## src/hw/rtl/hid_keyboard_report_builder_top_macros.svh

```systemverilog
// Assertion macros shared by the keyboard report builder RTL.
// Each macro expects clk_i and rst_ni to exist in the enclosing module.
`ifndef HID_KEYBOARD_REPORT_BUILDER_TOP_MACROS_SVH
`define HID_KEYBOARD_REPORT_BUILDER_TOP_MACROS_SVH

// Same-cycle implication, checked out of reset.
`define HKRB_ASSERT_IMP(name, ante, cons, msg) \
  name: assert property (@(posedge clk_i) disable iff (!rst_ni) (ante) |-> (cons)) \
    else $error(msg);

// Next-cycle implication, checked out of reset.
`define HKRB_ASSERT_NEXT(name, ante, cons, msg) \
  name: assert property (@(posedge clk_i) disable iff (!rst_ni) (ante) |=> (cons)) \
    else $error(msg);

`endif

```

## src/hw/rtl/hkrb_pkg.sv

```systemverilog
// Package for the keyboard report builder: codes, types and the key decode.
// No dependencies; used by every module of the block.
package hkrb_pkg;

  localparam int unsigned KEY_SLOT_COUNT = 6;
  localparam int unsigned SHOWN_SLOTS    = 6;

  // Request function codes.
  localparam logic [1:0] FUNC_PRESS       = 2'd0;
  localparam logic [1:0] FUNC_RELEASE     = 2'd1;
  localparam logic [1:0] FUNC_RELEASE_ALL = 2'd2;
  localparam logic [1:0] FUNC_POLL        = 2'd3;

  // Key code ranges and usage bases.
  localparam logic [7:0] CODE_MOD_LO   = 8'h80;
  localparam logic [7:0] CODE_MOD_HI   = 8'h87;
  localparam logic [7:0] CODE_SPEC_LO  = 8'hB0;
  localparam logic [7:0] CODE_SPEC_HI  = 8'hB3;
  localparam logic [7:0] CODE_CAPS     = 8'hC1;
  localparam logic [7:0] CODE_FKEY_LO  = 8'hC2;
  localparam logic [7:0] CODE_FKEY_HI  = 8'hCD;
  localparam logic [7:0] CODE_NAV_LO   = 8'hD1;
  localparam logic [7:0] CODE_NAV_HI   = 8'hD6;
  localparam logic [7:0] CODE_ARROW_LO = 8'hD7;
  localparam logic [7:0] CODE_ARROW_HI = 8'hDA;

  localparam logic [7:0] USAGE_SPEC_BASE  = 8'h28;
  localparam logic [7:0] USAGE_CAPS       = 8'h39;
  localparam logic [7:0] USAGE_FKEY_BASE  = 8'h3A;
  localparam logic [7:0] USAGE_NAV_BASE   = 8'h49;
  localparam logic [7:0] USAGE_ARROW_BASE = 8'h4F;

  localparam logic [7:0] LEFT_SHIFT = 8'h02;

  typedef logic [KEY_SLOT_COUNT-1:0][7:0] key_slots_t;

  // Controller to datapath commands.
  typedef struct packed {
    logic load;
    logic decode;
    logic execute;
  } dp_cmd_t;

  // Outcome of the key decode.
  typedef struct packed {
    logic       is_mod;
    logic [2:0] mod_idx;
    logic       shift;
    logic [7:0] usage;
  } key_dec_t;

  // ASCII to usage; bit 7 marks a character typed with shift.
  localparam logic [7:0] ASCII_ROM [128] = '{
    8'h00,8'h00,8'h00,8'h00,8'h00,8'h00,8'h00,8'h00,
    8'h2a,8'h2b,8'h28,8'h00,8'h00,8'h00,8'h00,8'h00,
    8'h00,8'h00,8'h00,8'h00,8'h00,8'h00,8'h00,8'h00,
    8'h00,8'h00,8'h00,8'h29,8'h00,8'h00,8'h00,8'h00,
    8'h2c,8'h9e,8'hb4,8'ha0,8'ha1,8'ha2,8'ha4,8'h34,
    8'ha6,8'ha7,8'ha5,8'hae,8'h36,8'h2d,8'h37,8'h38,
    8'h27,8'h1e,8'h1f,8'h20,8'h21,8'h22,8'h23,8'h24,
    8'h25,8'h26,8'hb3,8'h33,8'hb6,8'h2e,8'hb7,8'hb8,
    8'h9f,8'h84,8'h85,8'h86,8'h87,8'h88,8'h89,8'h8a,
    8'h8b,8'h8c,8'h8d,8'h8e,8'h8f,8'h90,8'h91,8'h92,
    8'h93,8'h94,8'h95,8'h96,8'h97,8'h98,8'h99,8'h9a,
    8'h9b,8'h9c,8'h9d,8'h2f,8'h31,8'h30,8'ha3,8'had,
    8'h35,8'h04,8'h05,8'h06,8'h07,8'h08,8'h09,8'h0a,
    8'h0b,8'h0c,8'h0d,8'h0e,8'h0f,8'h10,8'h11,8'h12,
    8'h13,8'h14,8'h15,8'h16,8'h17,8'h18,8'h19,8'h1a,
    8'h1b,8'h1c,8'h1d,8'haf,8'hb1,8'hb0,8'hb5,8'h00
  };

  // Maps a key code to a modifier bit or a usage; usage 0 means unmapped.
  function automatic key_dec_t decode_key(logic [7:0] code);
    key_dec_t   d;
    logic [7:0] v;
    d = '0;
    v = ASCII_ROM[code[6:0]];
    if (code >= CODE_MOD_LO && code <= CODE_MOD_HI) begin
      d.is_mod  = 1'b1;
      d.mod_idx = code[2:0];
    end else if (code >= CODE_ARROW_LO && code <= CODE_ARROW_HI) begin
      d.usage = USAGE_ARROW_BASE + (code - CODE_ARROW_LO);
    end else if (code >= CODE_SPEC_LO && code <= CODE_SPEC_HI) begin
      d.usage = USAGE_SPEC_BASE + (code - CODE_SPEC_LO);
    end else if (code == CODE_CAPS) begin
      d.usage = USAGE_CAPS;
    end else if (code >= CODE_FKEY_LO && code <= CODE_FKEY_HI) begin
      d.usage = USAGE_FKEY_BASE + (code - CODE_FKEY_LO);
    end else if (code >= CODE_NAV_LO && code <= CODE_NAV_HI) begin
      d.usage = USAGE_NAV_BASE + (code - CODE_NAV_LO);
    end else if (!code[7]) begin
      d.shift = v[7];
      d.usage = {1'b0, v[6:0]};
    end
    return d;
  endfunction

endpackage

```

## src/hw/rtl/hkrb_ctrl.sv

```systemverilog
// Sequencer of the keyboard report builder: load, decode, execute.
// Depends on hkrb_pkg and the assertion macro header.
`include "hid_keyboard_report_builder_top_macros.svh"

module hkrb_ctrl (
  input  logic             clk_i,
  input  logic             rst_ni,
  input  logic             start_i,
  output logic             busy_o,
  output hkrb_pkg::dp_cmd_t cmd_o
);

  localparam logic [1:0] ST_IDLE   = 2'd0;
  localparam logic [1:0] ST_DECODE = 2'd1;
  localparam logic [1:0] ST_EXEC   = 2'd2;

  logic [1:0] state_q, state_d;

  always_comb begin
    state_d = state_q;
    cmd_o   = '0;
    unique case (state_q)
      ST_IDLE: begin
        if (start_i) begin
          cmd_o.load = 1'b1;
          state_d    = ST_DECODE;
        end
      end
      ST_DECODE: begin
        cmd_o.decode = 1'b1;
        state_d      = ST_EXEC;
      end
      ST_EXEC: begin
        cmd_o.execute = 1'b1;
        state_d       = ST_IDLE;
      end
      default: begin
        state_d = ST_IDLE;
      end
    endcase
  end

  always_ff @(posedge clk_i or negedge rst_ni) begin
    if (!rst_ni) begin
      state_q <= ST_IDLE;
    end else begin
      state_q <= state_d;
    end
  end

  assign busy_o = (state_q != ST_IDLE);

  `HKRB_ASSERT_NEXT(a_accept_goes_busy, start_i && !busy_o, busy_o && cmd_o.decode,
                    "accepted request did not enter decode")
  `HKRB_ASSERT_NEXT(a_exec_returns_idle, cmd_o.execute, !busy_o,
                    "controller did not return to idle after execute")

endmodule

```

## src/hw/rtl/hkrb_datapath.sv

```systemverilog
// Datapath of the keyboard report builder: request latch, decode register,
// report state and result registers. Depends on hkrb_pkg and the macro header.
`include "hid_keyboard_report_builder_top_macros.svh"

module hkrb_datapath (
  input  logic                 clk_i,
  input  logic                 rst_ni,
  input  hkrb_pkg::dp_cmd_t    cmd_i,
  input  logic [1:0]           func_i,
  input  logic [7:0]           key_code_i,
  output logic                 done_o,
  output logic                 accepted_o,
  output logic                 report_valid_o,
  output logic [7:0]           modifier_o,
  output hkrb_pkg::key_slots_t slots_o
);

  localparam int unsigned SlotIdxW =
    (hkrb_pkg::KEY_SLOT_COUNT > 1) ? $clog2(hkrb_pkg::KEY_SLOT_COUNT) : 1;

  logic [1:0]           func_q;
  logic [7:0]           code_q;
  hkrb_pkg::key_dec_t   dec_q;

  logic [7:0]           mod_q, mod_d;
  hkrb_pkg::key_slots_t slots_q, slots_d;
  logic                 dirty_q, dirty_d;
  logic                 done_q, acc_q, acc_d, valid_q, valid_d;

  logic [hkrb_pkg::KEY_SLOT_COUNT-1:0] match, free;
  logic                                any_match, any_free;
  logic [SlotIdxW-1:0]                 match_idx, free_idx;
  logic [7:0]                          mod_bit;

  // Request latch and decode register; payload only, no reset needed.
  always_ff @(posedge clk_i) begin
    if (cmd_i.load) begin
      func_q <= func_i;
      code_q <= key_code_i;
    end
    if (cmd_i.decode) begin
      dec_q <= hkrb_pkg::decode_key(code_q);
    end
  end

  // Slot compares run in parallel; the lowest hit wins.
  always_comb begin
    any_match = 1'b0;
    any_free  = 1'b0;
    match_idx = '0;
    free_idx  = '0;
    for (int i = hkrb_pkg::KEY_SLOT_COUNT - 1; i >= 0; i--) begin
      match[i] = (slots_q[i] == dec_q.usage);
      free[i]  = (slots_q[i] == 8'h00);
      if (match[i]) begin
        any_match = 1'b1;
        match_idx = SlotIdxW'(i);
      end
      if (free[i]) begin
        any_free = 1'b1;
        free_idx = SlotIdxW'(i);
      end
    end
  end

  assign mod_bit = 8'h01 << dec_q.mod_idx;

  always_comb begin
    mod_d   = mod_q;
    slots_d = slots_q;
    dirty_d = dirty_q;
    acc_d   = 1'b0;
    valid_d = 1'b0;
    case (func_q)
      hkrb_pkg::FUNC_PRESS: begin
        if (dec_q.is_mod) begin
          mod_d   = mod_q | mod_bit;
          dirty_d = 1'b1;
          acc_d   = 1'b1;
        end else if (dec_q.usage != 8'h00) begin
          if (dec_q.shift) begin
            mod_d = mod_q | hkrb_pkg::LEFT_SHIFT;
          end
          if (any_match) begin
            acc_d = 1'b1;
          end else if (any_free) begin
            slots_d[free_idx] = dec_q.usage;
            dirty_d           = 1'b1;
            acc_d             = 1'b1;
          end
        end
      end
      hkrb_pkg::FUNC_RELEASE: begin
        if (dec_q.is_mod) begin
          mod_d   = mod_q & ~mod_bit;
          dirty_d = 1'b1;
          acc_d   = 1'b1;
        end else if (dec_q.usage != 8'h00) begin
          if (dec_q.shift) begin
            mod_d = mod_q & ~hkrb_pkg::LEFT_SHIFT;
          end
          if (any_match) begin
            slots_d[match_idx] = 8'h00;
            dirty_d            = 1'b1;
            acc_d              = 1'b1;
          end
        end
      end
      hkrb_pkg::FUNC_RELEASE_ALL: begin
        mod_d   = '0;
        slots_d = '0;
        dirty_d = 1'b1;
        acc_d   = 1'b1;
      end
      default: begin
        if (dirty_q) begin
          valid_d = 1'b1;
          acc_d   = 1'b1;
          dirty_d = 1'b0;
        end
      end
    endcase
  end

  always_ff @(posedge clk_i or negedge rst_ni) begin
    if (!rst_ni) begin
      mod_q   <= '0;
      slots_q <= '0;
      dirty_q <= 1'b0;
      done_q  <= 1'b0;
      acc_q   <= 1'b0;
      valid_q <= 1'b0;
    end else begin
      done_q <= cmd_i.execute;
      if (cmd_i.execute) begin
        mod_q   <= mod_d;
        slots_q <= slots_d;
        dirty_q <= dirty_d;
        acc_q   <= acc_d;
        valid_q <= valid_d;
      end
    end
  end

  assign done_o         = done_q;
  assign accepted_o     = acc_q;
  assign report_valid_o = valid_q;
  assign modifier_o     = mod_q;
  assign slots_o        = slots_q;

  `HKRB_ASSERT_NEXT(a_done_follows_exec, cmd_i.execute, done_q,
                    "result strobe missing after execute")
  `HKRB_ASSERT_IMP(a_valid_needs_accept, done_q && valid_q, acc_q && !dirty_q,
                   "valid report without acceptance or with dirty flag left set")

endmodule

```

## src/hw/rtl/hid_keyboard_report_builder_top.sv

```systemverilog
// Top level of the keyboard report builder.
// Depends on hkrb_pkg, hkrb_ctrl and hkrb_datapath.
//
// The block keeps a boot keyboard report: a modifier byte and six key slots,
// plus a dirty flag. A request (func_i, key_code_i) is taken at a rising edge
// where start_i is high and busy_o is low; it presses or releases a key,
// releases all keys, or polls for the report. Each request passes through
// these steps in order: it is latched, the key decode (range tests and the
// ASCII table) is registered, and all slots are compared in parallel and
// the report is updated. The result is then shown for exactly one cycle with
// done_o high; in that same cycle busy_o is already low, so the next request
// may be issued. No new request is taken while one is still in progress.
// The receiver cannot stall: a result must be captured while done_o is high.
// accepted_o says whether the request took effect; report_valid_o is set only
// for a poll that found the report changed since the last poll, and that
// poll clears the change flag. The modifier and slot outputs always show the
// report as it stands after the request, and hold until the next result.
module hid_keyboard_report_builder_top (
  input  logic       clk_i,
  input  logic       rst_ni,
  input  logic       start_i,
  output logic       busy_o,
  input  logic [1:0] func_i,
  input  logic [7:0] key_code_i,
  output logic       done_o,
  output logic       accepted_o,
  output logic       report_valid_o,
  output logic [7:0] modifier_bits_o,
  output logic [7:0] key_slot_0_o,
  output logic [7:0] key_slot_1_o,
  output logic [7:0] key_slot_2_o,
  output logic [7:0] key_slot_3_o,
  output logic [7:0] key_slot_4_o,
  output logic [7:0] key_slot_5_o
);

  hkrb_pkg::dp_cmd_t    cmd;
  hkrb_pkg::key_slots_t slots;
  logic [hkrb_pkg::SHOWN_SLOTS-1:0][7:0] shown;

  hkrb_ctrl u_ctrl (
    .clk_i   (clk_i),
    .rst_ni  (rst_ni),
    .start_i (start_i),
    .busy_o  (busy_o),
    .cmd_o   (cmd)
  );

  hkrb_datapath u_datapath (
    .clk_i          (clk_i),
    .rst_ni         (rst_ni),
    .cmd_i          (cmd),
    .func_i         (func_i),
    .key_code_i     (key_code_i),
    .done_o         (done_o),
    .accepted_o     (accepted_o),
    .report_valid_o (report_valid_o),
    .modifier_o     (modifier_bits_o),
    .slots_o        (slots)
  );

  // Slots beyond the kept count read as empty.
  always_comb begin
    for (int j = 0; j < hkrb_pkg::SHOWN_SLOTS; j++) begin
      if (j < hkrb_pkg::KEY_SLOT_COUNT) begin
        shown[j] = slots[j];
      end else begin
        shown[j] = 8'h00;
      end
    end
  end

  assign key_slot_0_o = shown[0];
  assign key_slot_1_o = shown[1];
  assign key_slot_2_o = shown[2];
  assign key_slot_3_o = shown[3];
  assign key_slot_4_o = shown[4];
  assign key_slot_5_o = shown[5];

endmodule

```

## config.mk

```make
export PLATFORM = sky130hd
export DESIGN_NAME = hid_keyboard_report_builder_top
export DESIGN_NICKNAME = d
export VERILOG_FILES = /design/src/hw/rtl/hkrb_pkg.sv /design/src/hw/rtl/hkrb_ctrl.sv /design/src/hw/rtl/hkrb_datapath.sv /design/src/hw/rtl/hid_keyboard_report_builder_top.sv
export VERILOG_INCLUDE_DIRS = /design/src /design/src/hw/rtl
export SDC_FILE = /design/constraint.sdc
export NUM_CORES = 1
export LEC_CHECK = 0
export BUFFER_PORTS_ARGS = -buffer_cell sky130_fd_sc_hd__buf_4
export CAP_MARGIN = 20
export CORE_MARGIN = 2
export CORE_UTILIZATION = 50
export DETAILED_ROUTE_END_ITERATION = 8
export PLACE_DENSITY = 0.71
export SYNTH_ARGS = -nofsm -noshare
export SYNTH_HDL_FRONTEND = slang
export SYNTH_SLANG_ARGS = --single-unit
export TNS_END_PERCENT = 100
```

## constraint.sdc

```tcl
create_clock -name clk_i -period 5.42 [get_ports clk_i]
set_clock_uncertainty 0.1 [all_clocks]
set_input_delay 0.813 -clock clk_i [delete_from_list [all_inputs] [get_ports clk_i]]
set_output_delay 0.813 -clock clk_i [all_outputs]
set_load 0.02 [all_outputs]
```

==> impl_metrics.tcl <==
set metrics [dict create \
    synth_top_cell_area_share_pct 29.1 \
    synth_cell_types 63 \
    worstPathArrival_ns 3.43 \
    firstDrtPassIters 5 \
    postCtsSetupBuffers 0 \
    postCtsHoldBufs 0 \
    async_flop_share_pct 72.9 \
    ios 73 \
    die_area_mm2 0.0115 \
    finalSetupViolCount 0 \
    yosys-top-cells-area "dfrtp_1 29%, edfxtp_1 13%, a22o_1 8.4%" \
    fill_cells 901 \
    drt-initial-drc-count 366 \
    yosysTopAreaCell "dfrtp_1" \
    final_nets 630 \
    drc 0 \
    yosysMostFrequentCell "dfrtp_1" \
    timing.rr.start "u_datapath.dec_q[4]" \
    cts_htree_levels 3 \
    antenna_left 0 \
    power_density_mw_per_mm2 421 \
    gp_congestion 0.872 \
    die_h_um 107 \
    maxCapViolCount 0 \
    tns_ns 0 \
    cp-startpoint "u_datapath.dec_q[4]" \
    grt_pass1_wl_mm 21.5 \
    grt.overflow.total 0 \
    hold_viol_final 0 \
    cp_max_fo 13 \
    die_w_um 107 \
    placement.io_buffers 72 \
    grt_usage_pct 23.8 \
    p_comb_share_pct 40.7 \
    netlist_top_cells_count "62 x dfrtp_1, 51 x a22o_1, 43 x nor2_1, 42 x xnor2_1" \
    p_int_w 0.00156 \
    clk_path_buf_depth 2 \
    place_ws_ns 2.19 \
    status "completed" \
    switching_share_pct 39.4 \
    min-delay-start "u_ctrl.state_q[1]" \
    critPathKind "register to register" \
    routed_wl_mm 13.5 \
    syn-num-nets 576 \
    min_period_over_period_pct 60.6 \
    cts_tree "done" \
    p_sw_w 0.00101 \
    grt_pass1_vias 4154 \
    syn-cell-area_mm2 0.00532 \
    synth.avg_cell_area_um2 9.77 \
    synth_top_family_by_area "compound AO/OA/AOI/OAI gates" \
    syn_inst 545 \
    clk_pin_slew_ns 0.08 \
    r2r_slack_ns 2.14 \
    vias_per_cell 6.27 \
    grt_start_max_net_pins 63 \
    fin_total_pwr_w 0.00258 \
    whs_path_depth 1 \
    ys_warn_count 0 \
    endpoint_kind "register" \
    start_util_pct 51.6 \
    synth_xor_area_share_pct 8.23 \
    fin_crit_ns 3.28 \
    start_kind "register" \
    reg2reg_depth 8 \
    clock_sinks 85 \
    area_growth_pct 15.0 \
    setup_slack_ns 2.14 \
    slew-limit-headroom_pct 29.5 \
    synth_seq_cells 85 \
    slew_viol_final 0 \
    num_antenna_cells 0 \
    synth_edf_count 23 \
    hp-class "register to register" \
    cts_buffers 9 \
    tightest_slew_ns 1.06 \
    core_area_mm2 0.0103 \
    dr_total_vias 4638 \
    antenna_found_initial 0 \
    required_ns 5.56 \
    dpl.hpwl_mm 9.37 \
    hold_end "u_ctrl.state_q[1]" \
    rows 37 \
    grt_setup_unrepaired "no" \
    ctsResizeCount 0 \
    clock-root-buffer "clkbuf_8" \
    routedWlPerCell_um 18.2 \
    synthFlopType "dfrtp_1" \
    pwr-share-clk_pct 19.0 \
    muxShareOfSynthArea_pct 1.62 \
    max_freq_mhz 305 \
    peakVddDrop_uv 208 \
    synth_compound_area_share_pct 24.7 \
    p_leak_nw 2.61 \
    insertion_delay_ns 0.36 \
    synth_adder_area_share_pct 4.23 \
    yosysSeqAreaShare_pct 42.1 \
    yosys.area_share.simple_pct 15.1 \
    layout-drive-gt1-share_pct 17.1 \
    seq_power_share_pct 40.3 \
]
cell families after synthesis:
kind of cell    count (synthesis)
compound gates                183
simple gates                  154
flops                          85
xor+xnor                       50
buf+inv                        47
fa+ha+maj                      18
mux                             7
other cells                     1
how the worst max path moves through the flow:
| stage | endpoint | cells past startpoint |
|---|---|---|
| after floorplan | register | 8 |
| after global placement | register | 8 |
| after detailed placement | register | 8 |
| after CTS | register | 8 |
| after global routing | register | 8 |
| final | register | 8 |
power by group through the flow:
stage          clock network (W)  logic [W]  registers, W
6_report                0.000489    0.00105       0.00104
5_1_grt                 0.000527    0.00114       0.00106
4_1_cts                 0.000502    0.00105       0.00103
3_5_place_dp                   0    0.00105       0.00104
3_3_place_gp                   0    0.00103       0.00104
2_1_floorplan                  0   0.000596       0.00111
per-layer routing:
layer  global-route usage, %  part of all wire (%)  vias to the layer above
met3                    4.26                   6.2                       27
met2                    36.9                    47                      185
met5                       0                     0                        -
met1                    33.7                    44                     2253
li1                        -                     -                     2173
met4                    8.16                   1.9                        0
cell type report:
type | count | area [um2] | share of cell area (%)
tap | 136 | 170 | 2.78
multi-input combinational | 413 | 2870 | 46.9
sequential | 85 | 2240 | 36.6
timing repair buffer | 76 | 571 | 9.32
inverter | 14 | 52.6 | 0.858
clock buffer | 11 | 141 | 2.31
clock inverter | 5 | 75.1 | 1.23
stage by stage:
stage | instances | utilization, % | hold slack (ns) | cell area, um2
final | 740 | 59.3 | 0.382 | 6120
after global routing | 740 | 59.3 | 0.404 | 6120
after CTS | 739 | 59.3 | 0.382 | 6120
after detailed placement | 723 | 57.2 | 0.365 | 5900
after global placement | 723 | 57.2 | 0.360 | 5900
after floorplan | 545 | - | 0.340 | 5320
placed cells by master, fill, tap and decap left out, types with 6 or more instances in the layout:
cell,synthesis,layout
buf_4,8,76
dfrtp_1,62,62
a22o_1,51,51
nor2_1,43,43
xnor2_1,42,42
nand2_1,39,39
o21ai_0,39,39
a21oi_1,28,28
edfxtp_1,23,23
ha_1,18,18
nor4_1,13,13
inv_1,11,11
nand4_1,11,11
clkbuf_8,0,10
o211ai_1,9,9
a31oi_1,8,8
xor2_1,8,8
nand2b_1,7,7
nor3_1,7,7
and2_1,6,6
nor2b_1,6,6
critical path, cell delays in order (launching register included):
cell,delay (ns)
edfxtp_1,0.82
xnor2_1,0.14
nand4_1,0.13
nor2_1,0.09
nor4_2,0.52
o211ai_1,0.23
a221oi_4,0.44
o311ai_1,0.38
a22o_1,0.34
No activity file was read; power rests on OpenSTA's default activity.
